==> src/lpms_pkg.sv <==
package lpms_pkg;

    // Default width of the internal byte position counters.
    localparam int POSITION_BITS_DEFAULT = 32;

    // Configuration port geometry.
    localparam int CFG_DATA_BITS  = 32;
    localparam int CFG_INDEX_BITS = 1;

    // Configuration register indexes.
    localparam logic [CFG_INDEX_BITS-1:0] CFG_BUFFER_LENGTH = 1'b0;
    localparam logic [CFG_INDEX_BITS-1:0] CFG_MAX_MESSAGES  = 1'b1;

    // Field widths.
    localparam int BYTE_BITS   = 8;
    localparam int SIZE_BITS   = 16;
    localparam int OFFSET_BITS = 32;
    localparam int COUNT_BITS  = 32;
    localparam int REASON_BITS = 3;

    // System event message: type byte and the end-of-messages code at start+13.
    localparam logic [BYTE_BITS-1:0] EVENT_TYPE        = 8'h53;
    localparam logic [BYTE_BITS-1:0] EVENT_END_CODE    = 8'h43;
    localparam int                   EVENT_CODE_OFFSET = 13;

    // Bytes taken by the size field.
    localparam int SIZE_FIELD_BYTES = 2;

    // Why a scan ended.
    typedef enum logic [REASON_BITS-1:0] {
        STOP_END_OF_BUFFER = 3'd0,
        STOP_ZERO_SIZE     = 3'd1,
        STOP_TRUNCATED     = 3'd2,
        STOP_EVENT         = 3'd3,
        STOP_CAP           = 3'd4
    } t_stop_reason;

    // One result item.
    typedef struct packed {
        logic                   has_record;
        logic [OFFSET_BITS-1:0] msg_offset;
        logic [BYTE_BITS-1:0]   msg_type;
        logic [COUNT_BITS-1:0]  msg_count;
        logic                   is_last;
        t_stop_reason           stop_reason;
    } t_result;

endpackage

==> src/length_prefixed_message_scanner.sv <==
// Scans a buffer of length-prefixed messages (16-bit big-endian size, type byte,
// payload) fed one byte per transfer, and reports each message's start offset,
// type and running count when its type byte arrives. One byte is taken every
// clock unless the result output is stalled; a byte passes an input register
// and the parse logic, and its result is loaded into the result register. The scan ends
// with a final result (is_last set) at the end of the buffer, on a zero or
// oversized size, when max_messages records have been sent, or at a system
// event message whose byte 13 is the end-of-messages code; a stop that comes
// while such an event check is outstanding is reported at the checked byte.
// Bytes after the end are taken and dropped. Any configuration write restarts
// the scan at offset zero; write configuration only while the block is idle.
module length_prefixed_message_scanner #(
    parameter int POSITION_BITS = lpms_pkg::POSITION_BITS_DEFAULT
) (
    input  logic                                i_clk,
    input  logic                                i_rst_n,
    input  logic                                i_cfg_wr_en,
    input  logic [lpms_pkg::CFG_INDEX_BITS-1:0] i_cfg_index,
    input  logic [lpms_pkg::CFG_DATA_BITS-1:0]  i_cfg_data,
    input  logic                                i_in_valid,
    output logic                                o_in_stall,
    input  logic [lpms_pkg::BYTE_BITS-1:0]      i_data_byte,
    output logic                                o_out_valid,
    input  logic                                i_out_stall,
    output logic                                o_has_record,
    output logic [lpms_pkg::OFFSET_BITS-1:0]    o_msg_offset,
    output logic [lpms_pkg::BYTE_BITS-1:0]      o_msg_type,
    output logic [lpms_pkg::COUNT_BITS-1:0]     o_msg_count,
    output logic                                o_is_last,
    output logic [lpms_pkg::REASON_BITS-1:0]    o_stop_reason
);

    logic                           w_byte_valid;
    logic [lpms_pkg::BYTE_BITS-1:0] w_byte;
    logic                           w_out_free;
    logic                           w_fire;
    logic                           w_res_valid;
    lpms_pkg::t_result              w_res;
    lpms_pkg::t_result              w_out_res;

    // A byte is parsed when the result register can take whatever it produces.
    assign w_fire = w_byte_valid && w_out_free;

    lpms_in_reg u_in_reg (
        .i_clk   (i_clk),
        .i_rst_n (i_rst_n),
        .i_valid (i_in_valid),
        .i_data  (i_data_byte),
        .o_stall (o_in_stall),
        .i_fire  (w_fire),
        .o_valid (w_byte_valid),
        .o_data  (w_byte)
    );

    lpms_core #(
        .POSITION_BITS (POSITION_BITS)
    ) u_core (
        .i_clk       (i_clk),
        .i_rst_n     (i_rst_n),
        .i_cfg_wr_en (i_cfg_wr_en),
        .i_cfg_index (i_cfg_index),
        .i_cfg_data  (i_cfg_data),
        .i_fire      (w_fire),
        .i_byte      (w_byte),
        .o_res_valid (w_res_valid),
        .o_res       (w_res)
    );

    lpms_out_reg u_out_reg (
        .i_clk   (i_clk),
        .i_rst_n (i_rst_n),
        .i_load  (w_res_valid),
        .i_res   (w_res),
        .i_stall (i_out_stall),
        .o_free  (w_out_free),
        .o_valid (o_out_valid),
        .o_res   (w_out_res)
    );

    // Result fields to ports.
    assign o_has_record  = w_out_res.has_record;
    assign o_msg_offset  = w_out_res.msg_offset;
    assign o_msg_type    = w_out_res.msg_type;
    assign o_msg_count   = w_out_res.msg_count;
    assign o_is_last     = w_out_res.is_last;
    assign o_stop_reason = w_out_res.stop_reason;

    // A result is produced only when the result register has room for it.
    a_no_overwrite: assert property (@(posedge i_clk) disable iff (!i_rst_n)
        w_res_valid |-> (w_fire && (!o_out_valid || !i_out_stall)))
        else $error("result produced while the result register is occupied");

    // A result without a record always ends the scan.
    a_stop_is_last: assert property (@(posedge i_clk) disable iff (!i_rst_n)
        (o_out_valid && !o_has_record) |-> o_is_last)
        else $error("result without a record is not marked last");

    // Only the final result carries a stop reason.
    a_reason_on_last: assert property (@(posedge i_clk) disable iff (!i_rst_n)
        (o_out_valid && !o_is_last) |-> (o_stop_reason == lpms_pkg::STOP_END_OF_BUFFER))
        else $error("stop reason set on a result that is not last");

endmodule

==> src/lpms_in_reg.sv <==
module lpms_in_reg (
    input  logic                           i_clk,
    input  logic                           i_rst_n,
    input  logic                           i_valid,
    input  logic [lpms_pkg::BYTE_BITS-1:0] i_data,
    output logic                           o_stall,
    input  logic                           i_fire,
    output logic                           o_valid,
    output logic [lpms_pkg::BYTE_BITS-1:0] o_data
);

    logic                           r_valid;
    logic [lpms_pkg::BYTE_BITS-1:0] r_data;
    logic                           w_load;

    // The register is free when empty or when its byte is consumed this cycle.
    assign o_stall = r_valid && !i_fire;
    assign w_load  = i_valid && !o_stall;

    // Occupancy of the input register.
    always_ff @(posedge i_clk) begin
        if (!i_rst_n) begin
            r_valid <= 1'b0;
        end else if (w_load) begin
            r_valid <= 1'b1;
        end else if (i_fire) begin
            r_valid <= 1'b0;
        end
    end

    // Captured byte.
    always_ff @(posedge i_clk) begin
        if (w_load) begin
            r_data <= i_data;
        end
    end

    assign o_valid = r_valid;
    assign o_data  = r_data;

endmodule

==> src/lpms_core.sv <==
module lpms_core #(
    parameter int POSITION_BITS = lpms_pkg::POSITION_BITS_DEFAULT
) (
    input  logic                                i_clk,
    input  logic                                i_rst_n,
    input  logic                                i_cfg_wr_en,
    input  logic [lpms_pkg::CFG_INDEX_BITS-1:0] i_cfg_index,
    input  logic [lpms_pkg::CFG_DATA_BITS-1:0]  i_cfg_data,
    input  logic                                i_fire,
    input  logic [lpms_pkg::BYTE_BITS-1:0]      i_byte,
    output logic                                o_res_valid,
    output lpms_pkg::t_result                   o_res
);

    // Compare width: holds a position or a length plus a carry and a sign.
    localparam int CW = ((POSITION_BITS > lpms_pkg::CFG_DATA_BITS) ?
                         POSITION_BITS : lpms_pkg::CFG_DATA_BITS) + 2;

    typedef enum logic [1:0] {
        PH_SIZE_HI,
        PH_SIZE_LO,
        PH_TYPE,
        PH_PAYLOAD
    } t_phase;

    logic [lpms_pkg::CFG_DATA_BITS-1:0] r_buf_len;
    logic [lpms_pkg::CFG_DATA_BITS-1:0] r_max_msgs;

    logic [POSITION_BITS-1:0]        r_pos,        n_pos;
    t_phase                          r_phase,      n_phase;
    logic [lpms_pkg::SIZE_BITS-1:0]  r_size,       n_size;
    logic [lpms_pkg::SIZE_BITS-1:0]  r_remain,     n_remain;
    logic [POSITION_BITS-1:0]        r_start,      n_start;
    logic [lpms_pkg::COUNT_BITS-1:0] r_count,      n_count;
    logic [POSITION_BITS-1:0]        r_chk_pos,    n_chk_pos;
    logic                            r_chk_pend,   n_chk_pend;
    logic                            r_done,       n_done;
    logic                            r_deferred,   n_deferred;
    lpms_pkg::t_stop_reason          r_def_reason, n_def_reason;

    // True when a 3-byte header starting at s lies inside the buffer.
    function automatic logic header_fits(input logic [POSITION_BITS-1:0] s,
                                         input logic [lpms_pkg::CFG_DATA_BITS-1:0] len);
        header_fits = (len > lpms_pkg::CFG_DATA_BITS'(2)) &&
                      (CW'(s) < (CW'(len) - CW'(2)));
    endfunction

    // A result that ends the scan without a record.
    function automatic lpms_pkg::t_result stop_result(
        input logic [lpms_pkg::COUNT_BITS-1:0] count,
        input lpms_pkg::t_stop_reason          reason);
        lpms_pkg::t_result res;
        res             = '0;
        res.msg_count   = count;
        res.is_last     = 1'b1;
        res.stop_reason = reason;
        stop_result     = res;
    endfunction

    // Next state and result for the byte in the input register.
    always_comb begin
        logic                            chk_hit;
        logic                            pend;
        logic                            arm;
        logic                            stop;
        lpms_pkg::t_stop_reason          reason;
        logic [lpms_pkg::SIZE_BITS-1:0]  size_full;
        logic [lpms_pkg::SIZE_BITS:0]    need;
        logic [lpms_pkg::COUNT_BITS-1:0] cnt_inc;
        logic [POSITION_BITS-1:0]        next_start;

        n_pos        = r_pos;
        n_phase      = r_phase;
        n_size       = r_size;
        n_remain     = r_remain;
        n_start      = r_start;
        n_count      = r_count;
        n_chk_pos    = r_chk_pos;
        n_chk_pend   = r_chk_pend;
        n_done       = r_done;
        n_deferred   = r_deferred;
        n_def_reason = r_def_reason;
        o_res_valid  = 1'b0;
        o_res        = '0;

        chk_hit    = r_chk_pend && (r_pos == r_chk_pos);
        pend       = r_chk_pend && !chk_hit;
        size_full  = {r_size[lpms_pkg::SIZE_BITS-1:lpms_pkg::BYTE_BITS], i_byte};
        need       = {1'b0, size_full} + (lpms_pkg::SIZE_BITS+1)'(lpms_pkg::SIZE_FIELD_BYTES);
        cnt_inc    = r_count + lpms_pkg::COUNT_BITS'(1);
        next_start = r_start + POSITION_BITS'(lpms_pkg::SIZE_FIELD_BYTES)
                   + POSITION_BITS'(r_size);
        arm        = (i_byte == lpms_pkg::EVENT_TYPE) && !pend &&
                     (r_buf_len > lpms_pkg::CFG_DATA_BITS'(lpms_pkg::EVENT_CODE_OFFSET)) &&
                     (CW'(r_start) < (CW'(r_buf_len) - CW'(lpms_pkg::EVENT_CODE_OFFSET)));
        stop       = 1'b0;
        reason     = lpms_pkg::STOP_END_OF_BUFFER;

        if (i_fire && !r_done) begin
            n_pos = r_pos + POSITION_BITS'(1);
            if (chk_hit) begin
                n_chk_pend = 1'b0;
            end

            if (chk_hit && (i_byte == lpms_pkg::EVENT_END_CODE)) begin
                // End-of-messages code found at the armed position.
                n_done      = 1'b1;
                o_res_valid = 1'b1;
                o_res       = stop_result(r_count, lpms_pkg::STOP_EVENT);
            end else if (chk_hit && r_deferred) begin
                // The check failed; the stop that waited on it now takes effect.
                n_done      = 1'b1;
                o_res_valid = 1'b1;
                o_res       = stop_result(r_count, r_def_reason);
            end else if (!r_deferred) begin
                case (r_phase)
                    PH_SIZE_HI: begin
                        if (!header_fits(r_start, r_buf_len)) begin
                            n_done      = 1'b1;
                            o_res_valid = 1'b1;
                            o_res       = stop_result(r_count, lpms_pkg::STOP_END_OF_BUFFER);
                        end else if (r_count >= r_max_msgs) begin
                            n_done      = 1'b1;
                            o_res_valid = 1'b1;
                            o_res       = stop_result(r_count, lpms_pkg::STOP_CAP);
                        end else begin
                            n_size  = {i_byte, lpms_pkg::BYTE_BITS'(0)};
                            n_phase = PH_SIZE_LO;
                        end
                    end
                    PH_SIZE_LO: begin
                        n_size = size_full;
                        if (size_full == '0) begin
                            n_done      = 1'b1;
                            o_res_valid = 1'b1;
                            o_res       = stop_result(r_count, lpms_pkg::STOP_ZERO_SIZE);
                        end else if (!((CW'(r_buf_len) >= CW'(need)) &&
                                       (CW'(r_start) <= (CW'(r_buf_len) - CW'(need))))) begin
                            n_done      = 1'b1;
                            o_res_valid = 1'b1;
                            o_res       = stop_result(r_count, lpms_pkg::STOP_TRUNCATED);
                        end else begin
                            n_phase = PH_TYPE;
                        end
                    end
                    PH_TYPE: begin
                        // Type byte: emit the record and set up the next message.
                        n_count = cnt_inc;
                        if (arm) begin
                            n_chk_pend = 1'b1;
                            n_chk_pos  = r_start + POSITION_BITS'(lpms_pkg::EVENT_CODE_OFFSET);
                        end
                        n_start  = next_start;
                        n_remain = r_size - lpms_pkg::SIZE_BITS'(1);
                        n_phase  = (r_size != lpms_pkg::SIZE_BITS'(1)) ? PH_PAYLOAD : PH_SIZE_HI;

                        if (!header_fits(next_start, r_buf_len)) begin
                            stop   = 1'b1;
                            reason = lpms_pkg::STOP_END_OF_BUFFER;
                        end else if (cnt_inc >= r_max_msgs) begin
                            stop   = 1'b1;
                            reason = lpms_pkg::STOP_CAP;
                        end

                        o_res_valid      = 1'b1;
                        o_res.has_record = 1'b1;
                        o_res.msg_offset = lpms_pkg::OFFSET_BITS'(r_start);
                        o_res.msg_type   = i_byte;
                        o_res.msg_count  = cnt_inc;

                        if (stop) begin
                            if (pend || arm) begin
                                // An event check is outstanding: hold the stop until it resolves.
                                n_deferred   = 1'b1;
                                n_def_reason = reason;
                            end else begin
                                n_done            = 1'b1;
                                o_res.is_last     = 1'b1;
                                o_res.stop_reason = reason;
                            end
                        end
                    end
                    PH_PAYLOAD: begin
                        n_remain = r_remain - lpms_pkg::SIZE_BITS'(1);
                        if (r_remain == lpms_pkg::SIZE_BITS'(1)) begin
                            n_phase = PH_SIZE_HI;
                        end
                    end
                    default: begin
                        n_phase = PH_SIZE_HI;
                    end
                endcase
            end
        end
    end

    // Configuration registers and scan state; a configuration write restarts the scan.
    always_ff @(posedge i_clk) begin
        if (!i_rst_n || i_cfg_wr_en) begin
            if (!i_rst_n) begin
                r_buf_len  <= '0;
                r_max_msgs <= '0;
            end else begin
                case (i_cfg_index)
                    lpms_pkg::CFG_BUFFER_LENGTH: begin
                        r_buf_len <= i_cfg_data;
                    end
                    lpms_pkg::CFG_MAX_MESSAGES: begin
                        r_max_msgs <= i_cfg_data;
                    end
                    default: begin
                        r_buf_len <= r_buf_len;
                    end
                endcase
            end
            r_pos        <= '0;
            r_phase      <= PH_SIZE_HI;
            r_size       <= '0;
            r_remain     <= '0;
            r_start      <= '0;
            r_count      <= '0;
            r_chk_pos    <= '0;
            r_chk_pend   <= 1'b0;
            r_done       <= 1'b0;
            r_deferred   <= 1'b0;
            r_def_reason <= lpms_pkg::STOP_END_OF_BUFFER;
        end else begin
            r_pos        <= n_pos;
            r_phase      <= n_phase;
            r_size       <= n_size;
            r_remain     <= n_remain;
            r_start      <= n_start;
            r_count      <= n_count;
            r_chk_pos    <= n_chk_pos;
            r_chk_pend   <= n_chk_pend;
            r_done       <= n_done;
            r_deferred   <= n_deferred;
            r_def_reason <= n_def_reason;
        end
    end

endmodule

==> src/lpms_out_reg.sv <==
module lpms_out_reg (
    input  logic              i_clk,
    input  logic              i_rst_n,
    input  logic              i_load,
    input  lpms_pkg::t_result i_res,
    input  logic              i_stall,
    output logic              o_free,
    output logic              o_valid,
    output lpms_pkg::t_result o_res
);

    logic              r_valid;
    lpms_pkg::t_result r_res;

    // A new result may enter when the register is empty or drains this cycle.
    assign o_free = !r_valid || !i_stall;

    // Occupancy of the result register.
    always_ff @(posedge i_clk) begin
        if (!i_rst_n) begin
            r_valid <= 1'b0;
        end else if (i_load) begin
            r_valid <= 1'b1;
        end else if (!i_stall) begin
            r_valid <= 1'b0;
        end
    end

    // Held result.
    always_ff @(posedge i_clk) begin
        if (i_load) begin
            r_res <= i_res;
        end
    end

    assign o_valid = r_valid;
    assign o_res   = r_res;

endmodule
==> config.mk <==
export PLATFORM = sky130hd
export DESIGN_NAME = length_prefixed_message_scanner
export DESIGN_NICKNAME = d
export VERILOG_FILES = /design/src/lpms_pkg.sv /design/src/length_prefixed_message_scanner.sv /design/src/lpms_in_reg.sv /design/src/lpms_core.sv /design/src/lpms_out_reg.sv
export SDC_FILE = /design/constraint.sdc
export NUM_CORES = 1
export LEC_CHECK = 0
export BUFFER_PORTS_ARGS = -buffer_cell sky130_fd_sc_hd__buf_4
export CORE_ASPECT_RATIO = 0.5
export CORE_MARGIN = 1
export CORE_UTILIZATION = 60
export CTS_CLUSTER_DIAMETER = 40
export DETAILED_ROUTE_END_ITERATION = 12
export HOLD_SLACK_MARGIN = 0.02
export PLACE_DENSITY = 0.87
export REMOVE_ABC_BUFFERS = 1
export SLEW_MARGIN = 20
export SYNTH_ARGS = -nofsm -noshare
export SYNTH_HDL_FRONTEND = slang
export SYNTH_HIERARCHICAL = 1
export SYNTH_SLANG_ARGS = --single-unit
==> constraint.sdc <==
create_clock -name i_clk -period 10.5 [get_ports i_clk]
set_input_delay 2.1 -clock i_clk [delete_from_list [all_inputs] [get_ports i_clk]]
set_output_delay 2.1 -clock i_clk [all_outputs]
set_load 0.005 [all_outputs]
**Yosys cells after proc, flatten, opt, wreduce, memory -nomap -nowiden**

Cells that the tools add are included.

- Register bits: 319
- Input bits: 46
- Output and inout port bits: 79
- Word-level logic and storage cells: 180

- $add $sub $neg: 11
- Order comparisons: 9
- Eq/ne operators: 21
- Muxes and demuxes: 65
- Bitwise gates (word level): 6
- Reductions and logical operators: 44

Operators by type and width:

| operator | number |
|---|---|
| $pmux W77 S3 | 1 |
| $mux W36 | 5 |
| $mux W77 | 2 |
| $lt A32 B34 Y1 | 3 |
| $add A32 B1 Y32 const B | 2 |
| $ge A32 B32 Y1 | 2 |
| $mux W32 | 2 |
| $pmux W16 S2 | 2 |
| $mux W1 | 38 |
| $le A32 B34 Y1 | 1 |
| $sub A32 B17 Y33 | 1 |
| $sub A32 B2 Y33 const B | 1 |
| $sub A32 B4 Y33 const B | 1 |
| $add A32 B16 Y32 | 1 |
| $add A32 B2 Y32 const B | 1 |
| $add A32 B4 Y32 const B | 1 |
| $eq A32 B32 Y1 | 1 |
| $ge A32 B17 Y1 | 1 |
| $gt A32 B2 Y1 const B | 1 |
| $gt A32 B4 Y1 const B | 1 |
| $mux W16 | 2 |
| $sub A16 B1 Y16 const B | 2 |
| $reduce_and A7 Y1 | 3 |
| $add A16 B2 Y17 const B | 1 |
| 33 further kinds | 80 |

**Logic depth before layout (Yosys ltp)**

- Depth after elaboration: 15
- Mapped depth: 28
- Gate-level depth less buffers: 25

**Modules after synthesis**

The synthesis kept the hierarchy.

By module, submodules not included:

| module | instances | cells each | area each (sq um) | seq. area each (sq um) |
|---|---|---|---|---|
| lpms_core | 1 | 2401 | 19565.0 | 5245.0 |
| lpms_out_reg | 1 | 81 | 2347.3 | 2332.2 |
| lpms_in_reg | 1 | 12 | 287.8 | 260.2 |
| length_prefixed_message_scanner | 1 | 1 | 6.3 | 0.0 |

**Worst setup path after synthesis**

OpenSTA, ideal clock, no wires.

- Kind: register to register
- Start: reg u_core/r_size[8] in the netlist's numbering
- End: reg u_out_reg.r_res (netlist bit u_out_reg/o_res[0]) (enable)
- Library setup time: 0.539 ns
- Arrival time: 8.797 ns
- Required time: 9.961 ns
- Slack: 1.164 ns
- Cell stages (with the launch flop): 26
- Buffers on the path: 3
- Period minus slack after synthesis: 9.336 ns
- Cells stage by stage: dfxtp_1 > clkbuf_1 > and3_1 > and3_1 > nand2_1 > nor2_1 > xnor2_1 > ha_1 > clkbuf_1 > o21a_1 > o21ai_0 > a311oi_1 > a211oi_1 > nand2_1 > nor2_1 > xnor2_1 > ha_1 > nand4_1 > nor4_1 > o311ai_0 > nand3_1 > a311oi_1 > a311o_1 > o22a_2 > buf_4 > a21oi_1

- Word-level cells in the longest chain between the ends: 11
- Elaborated cells on any way between the ends: 13
- Those cells by class: add/sub: 2; order compare: 2; mux: 7; reduce/logical: 2

Ends and longest elaborated chain:

| element | RTL line | source |
|---|---|---|
| start, declared | lpms_core.sv:31 | `logic [lpms_pkg::SIZE_BITS-1:0] r_size, n_size;` |
| start signal, assigned | lpms_core.sv:230 | `r_size <= n_size;` |
| $add A16 B2 Y17 | lpms_core.sv:89 | `need = {1'b0, size_full} + (lpms_pkg::SIZE_BITS+1)'(lpms_pkg::SIZE_FIELD_BYTES);` |
| $sub A32 B17 Y33 | lpms_core.sv:138 | `(CW'(r_start) <= (CW'(r_buf_len) - CW'(need))))) begin` |
| $le A32 B34 Y1 | lpms_core.sv:138 |  |
| $logic_and A1 B1 Y1 | lpms_core.sv:137 | `end else if (!((CW'(r_buf_len) >= CW'(need)) &&` |
| $mux W1 | lpms_core.sv:137 |  |
| $mux W1 (*) | lpms_core.sv:133 | `if (size_full == '0) begin` |
| $pmux W1 S3 (*) | lpms_core.sv:116 | `case (r_phase)` |
| $mux W1 (*) | lpms_core.sv:115 | `end else if (!r_deferred) begin` |
| $mux W1 (*) | lpms_core.sv:110 | `end else if (chk_hit && r_deferred) begin` |
| $mux W1 (*) | lpms_core.sv:105 | `if (chk_hit && (i_byte == lpms_pkg::EVENT_END_CODE)) begin` |
| $mux W1 (*) | lpms_core.sv:99 | `if (i_fire && !r_done) begin` |
| named net w_res_valid | length_prefixed_message_scanner.sv:37 | `logic w_res_valid;` |
| end signal, assigned | lpms_out_reg.sv:32 | `r_res <= i_res;` |
| end, declared | lpms_out_reg.sv:13 | `lpms_pkg::t_result r_res;` |

The timed path passes the listed nets; every way through them passes the cells marked *.
A chain may end at the register's enable or synchronous reset.

**Worst setup path in the final report**

- Start: reg u_in_reg.r_data (netlist bit u_in_reg/o_data[1])
- End: reg u_out_reg.r_res (netlist bit u_out_reg/o_res[49]) (enable)

- Word-level cells in the longest chain between the ends: 11
- Elaborated cells on any way between the ends: 15
- Those cells by class: add/sub: 2; order compare: 2; eq/ne: 1; mux: 7; reduce/logical: 3

Ends and longest elaborated chain:

| element | RTL line | source |
|---|---|---|
| start, declared | lpms_in_reg.sv:13 | `logic [lpms_pkg::BYTE_BITS-1:0] r_data;` |
| start signal, assigned | lpms_in_reg.sv:34 | `r_data <= i_data;` |
| $add A16 B2 Y17 | lpms_core.sv:89 |  |
| $sub A32 B17 Y33 | lpms_core.sv:138 |  |
| $le A32 B34 Y1 | lpms_core.sv:138 |  |
| $logic_and A1 B1 Y1 | lpms_core.sv:137 |  |
| $mux W1 | lpms_core.sv:137 |  |
| $mux W1 | lpms_core.sv:133 |  |
| $pmux W1 S3 | lpms_core.sv:116 |  |
| $mux W1 | lpms_core.sv:115 |  |
| $mux W1 | lpms_core.sv:110 |  |
| $mux W1 (*) | lpms_core.sv:105 |  |
| $mux W1 (*) | lpms_core.sv:99 |  |
| named net w_res_valid | length_prefixed_message_scanner.sv:37 |  |

Marked as above.

==> flow_metrics.tcl <==
set metrics [dict create \
    chipWidth_um 274 \
    via_per_inst 6.25 \
    synth_common_cells "252 x ha_1, 248 x nand2_1, 221 x nor2_1" \
    syn_to_final_growth_pct 10.9 \
    power_frac_comb 0.126 \
    finalSetupViolations 0 \
    hold_path_class "register to register" \
    nNetsFinal 2845 \
    numCtsBuffers 37 \
    slew_headroom 0.352 \
    grt_max_degree 81 \
    antenna_found_initial 1 \
    maxCapViolCount 0 \
    grt_pass1_wl_um 97800 \
    finalMaxSlewViolations 0 \
    wire_per_inst_um 20.4 \
    p_leak_nw 10.1 \
    port_buffers 124 \
    cts.htree.levels 2 \
    critPathSlowestCell "a211oi_1" \
    crit_path_end_kind "register" \
    ios 125 \
    synth_seq_cells 317 \
    cts_resized 0 \
    multi_input_area_mm2 0.0136 \
    regToRegSetupSlack_ns 2.98 \
    post_cts_buffers 0 \
    cp-startpoint "u_in_reg/o_data[1]$_DFFE_PP_" \
    critPathCapture "u_out_reg/o_res[49]$_DFFE_PP_" \
    synth_top_area_frac 0.201 \
    drc 6 \
    fin_cells 3058 \
    ir_drop_mv 0.0940 \
    status "finished with violations" \
    place_inst 2990 \
    post-route-min-period_ns 7.52 \
    cts.sinks 317 \
    fp.dieH_um 138 \
    yosysSeqAreaShare 0.353 \
    worst_ep_required_time_ns 10.67 \
    netlist_instances 2495 \
    fin_worst_skew_ns 0.0255 \
    clk_pin_slew_ns 0.07 \
    insertion_delay_ns 0.55 \
    cts-hold-fix-buffers 0 \
    grt_pass1_vias 18274 \
    rr_worst_depth 22 \
    final_hold_viol_count 0 \
    gp_congestion 0.961 \
    dp_hpwl_um 46900 \
    initial_utilization 0.614 \
    switching_power_mw 0.858 \
    violations "DRC" \
    powerDensity_mw_per_mm2 125 \
    finalPower_mw 3.07 \
    pre_cts_slack_ns 3.20 \
    yosysMostFrequentCell "ha_1" \
    grt.total_usage 0.325 \
    clock_path_buffers 3 \
    seqPwrFrac 0.448 \
    regArea_mm2 0.00784 \
    start_kind "register" \
    overflow 0 \
    drive_above_1_share 0.0963 \
    p_sw_frac 0.279 \
    antenna_cells 0 \
    first_pass_iters 12 \
    synth_area_leader_cell "edfxtp_1" \
    root_buffer "clkbuf_16" \
    ant_nets 0 \
    worstPathMaxFanout 44 \
    r2r-start "u_in_reg/o_data[1]$_DFFE_PP_" \
    fillers 2729 \
    cpPeakStageDelay_ns 0.79 \
    ys.flop_type "dfxtp_1" \
    worst_slack_ns 2.98 \
    synth_area_mm2 0.0222 \
    period_share 0.716 \
    yosys_warnings 6 \
    wirelength_um 62500 \
    intPower_mw 2.22 \
    drtIter0Drc 2280 \
    fmax_mhz 133 \
    clkPwrFrac 0.426 \
    cp_data_arrival_time_ns 7.69 \
    synth-edff-count 149 \
    path_cells "ha_1, nand3_1, nor2_1, xnor2_1, ha_1, o21a_1, o21ai_0, a311oi_1, a211oi_1, nand2_1, nor2_1, xnor2_1, ha_1, nand4_1, nor4_1, o311ai_0, nand3_1, a311oi_1, a311o_1, o22a_2, a21oi_4, buf_4" \
    tns_ns 0 \
    core_mm2 0.0362 \
    avgSynthCellArea_um2 8.90 \
    synthTopCellsByArea "edfxtp_1 20%, dfxtp_1 15%, ha_1 14%" \
    path_common_cell "ha_1" \
    crit_type "register to register" \
    num_rows 49 \
    synthArstFlopShare 0 \
    ys_types 78 \
    cts_tree "yes" \
    rr_endpoint "u_out_reg/o_res[49]$_DFFE_PP_" \
    fp.dieArea_mm2 0.0378 \
    rsz0062_at_grt "false" \
    routed-via-count 19109 \
    tightest_slew_ns 0.963 \
]
[placed cells by master (no fill, tap or decap), drive strengths merged, types with 37 or more instances in the layout]
cell type | synthesis | layout
nand3 | 89 | 89
ha | 252 | 252
and2 | 78 | 78
buf | 18 | 140
dfxtp | 168 | 168
clkbuf | 111 | 44
inv | 75 | 84
nand2 | 248 | 248
nor3 | 55 | 55
edfxtp | 149 | 149
nor4 | 37 | 37
nand4 | 59 | 59
o21ai | 113 | 113
xnor2 | 116 | 116
xor2 | 171 | 171
nor2 | 221 | 221
a21oi | 163 | 163
[critical path, delay by kind of cell (launching register included)]
family	cells	cell delay, ns
AO/OA/AOI/OAI	9	2.96
AND/OR/NAND/NOR	7	1.78
adder cells (fa/ha/maj)	3	1.03
flip-flops	1	0.57
buffers and inverters	1	0.57
XOR/XNOR	2	0.18
[worst min-delay path by stage]
stage                                           from                               end  cells after the start
finish               u_core/r_remain[1]$_SDFFE_PP0P_   u_core/r_remain[1]$_SDFFE_PP0P_                      2
global route        u_core/r_remain[11]$_SDFFE_PP0P_  u_core/r_remain[11]$_SDFFE_PP0P_                      2
CTS                  u_core/r_remain[1]$_SDFFE_PP0P_   u_core/r_remain[1]$_SDFFE_PP0P_                      2
detailed placement   u_core/r_remain[1]$_SDFFE_PP0P_   u_core/r_remain[1]$_SDFFE_PP0P_                      2
global placement     u_core/r_remain[1]$_SDFFE_PP0P_   u_core/r_remain[1]$_SDFFE_PP0P_                      2
floorplan            u_core/r_remain[1]$_SDFFE_PP0P_   u_core/r_remain[1]$_SDFFE_PP0P_                      2
[routing by layer]
metal	vias to the layer above	wire length, um	track usage
li1	9023	-	-
met1	9019	26700	0.460
met2	934	27400	0.503
met3	133	6730	0.0693
met4	0	1590	0.0880
met5	-	0	0
[cell families (layout without fill, tap and decap cells)]
family,count (synthesis),in the layout,synth area share
flops,317,317,0.353
buf+inv,205,284,0.0367
compound gates,459,459,0.129
mux,31,31,0.0140
xor+xnor,287,287,0.113
simple gates,942,942,0.210
fa+ha+maj,254,254,0.144
[flip-flops by register name, indices dropped and copies added, names as in the netlist]
register,flops
u_core/r_chk_pend,1
u_in_reg/o_data,8
u_core/r_max_msgs,32
u_core/r_done,1
u_core/r_remain,16
u_core/r_deferred,1
u_core/r_pos,32
u_core/r_buf_len,32
u_core/r_size,16
u_out_reg/o_res,77
u_out_reg/o_valid,1
u_in_reg/o_valid,1
u_core/r_def_reason,1
u_core/r_phase,2
u_core/r_chk_pos,32
u_core/r_count,32
u_core/r_start,32
[area by class of cell]
type | count | area share
Clock inverter | 24 | 0.0114
Sequential cell | 317 | 0.318
Clock buffer | 44 | 0.0396
Tap cell | 484 | 0.0246
Timing Repair Buffer | 140 | 0.0427
Multi-Input combinational cell | 1973 | 0.552
Inverter | 76 | 0.0116
[through the flow]
| stage | hold slack [ns] | area (um2) | utilization |
|---|---|---|---|
| after floorplan | 0.445 | 21700 | - |
| after global placement | 0.455 | 23400 | 0.646 |
| after detailed placement | 0.458 | 23400 | 0.646 |
| after CTS | 0.467 | 24600 | 0.681 |
| after global routing | 0.503 | 24600 | 0.681 |
| final | 0.463 | 24600 | 0.681 |
[power by group through the flow]
| stage | combinational (mW) | clock [mW] | sequential [mW] |
|---|---|---|---|
| after detailed placement | 0.377 | 0 | 1.40 |
| after global placement | 0.369 | 0 | 1.40 |
| after floorplan | 0.260 | 0 | 1.38 |
| after CTS | 0.381 | 1.32 | 1.37 |
| after global routing | 0.429 | 1.37 | 1.38 |
| final | 0.388 | 1.31 | 1.38 |
Power figures use the tool's default switching activity.
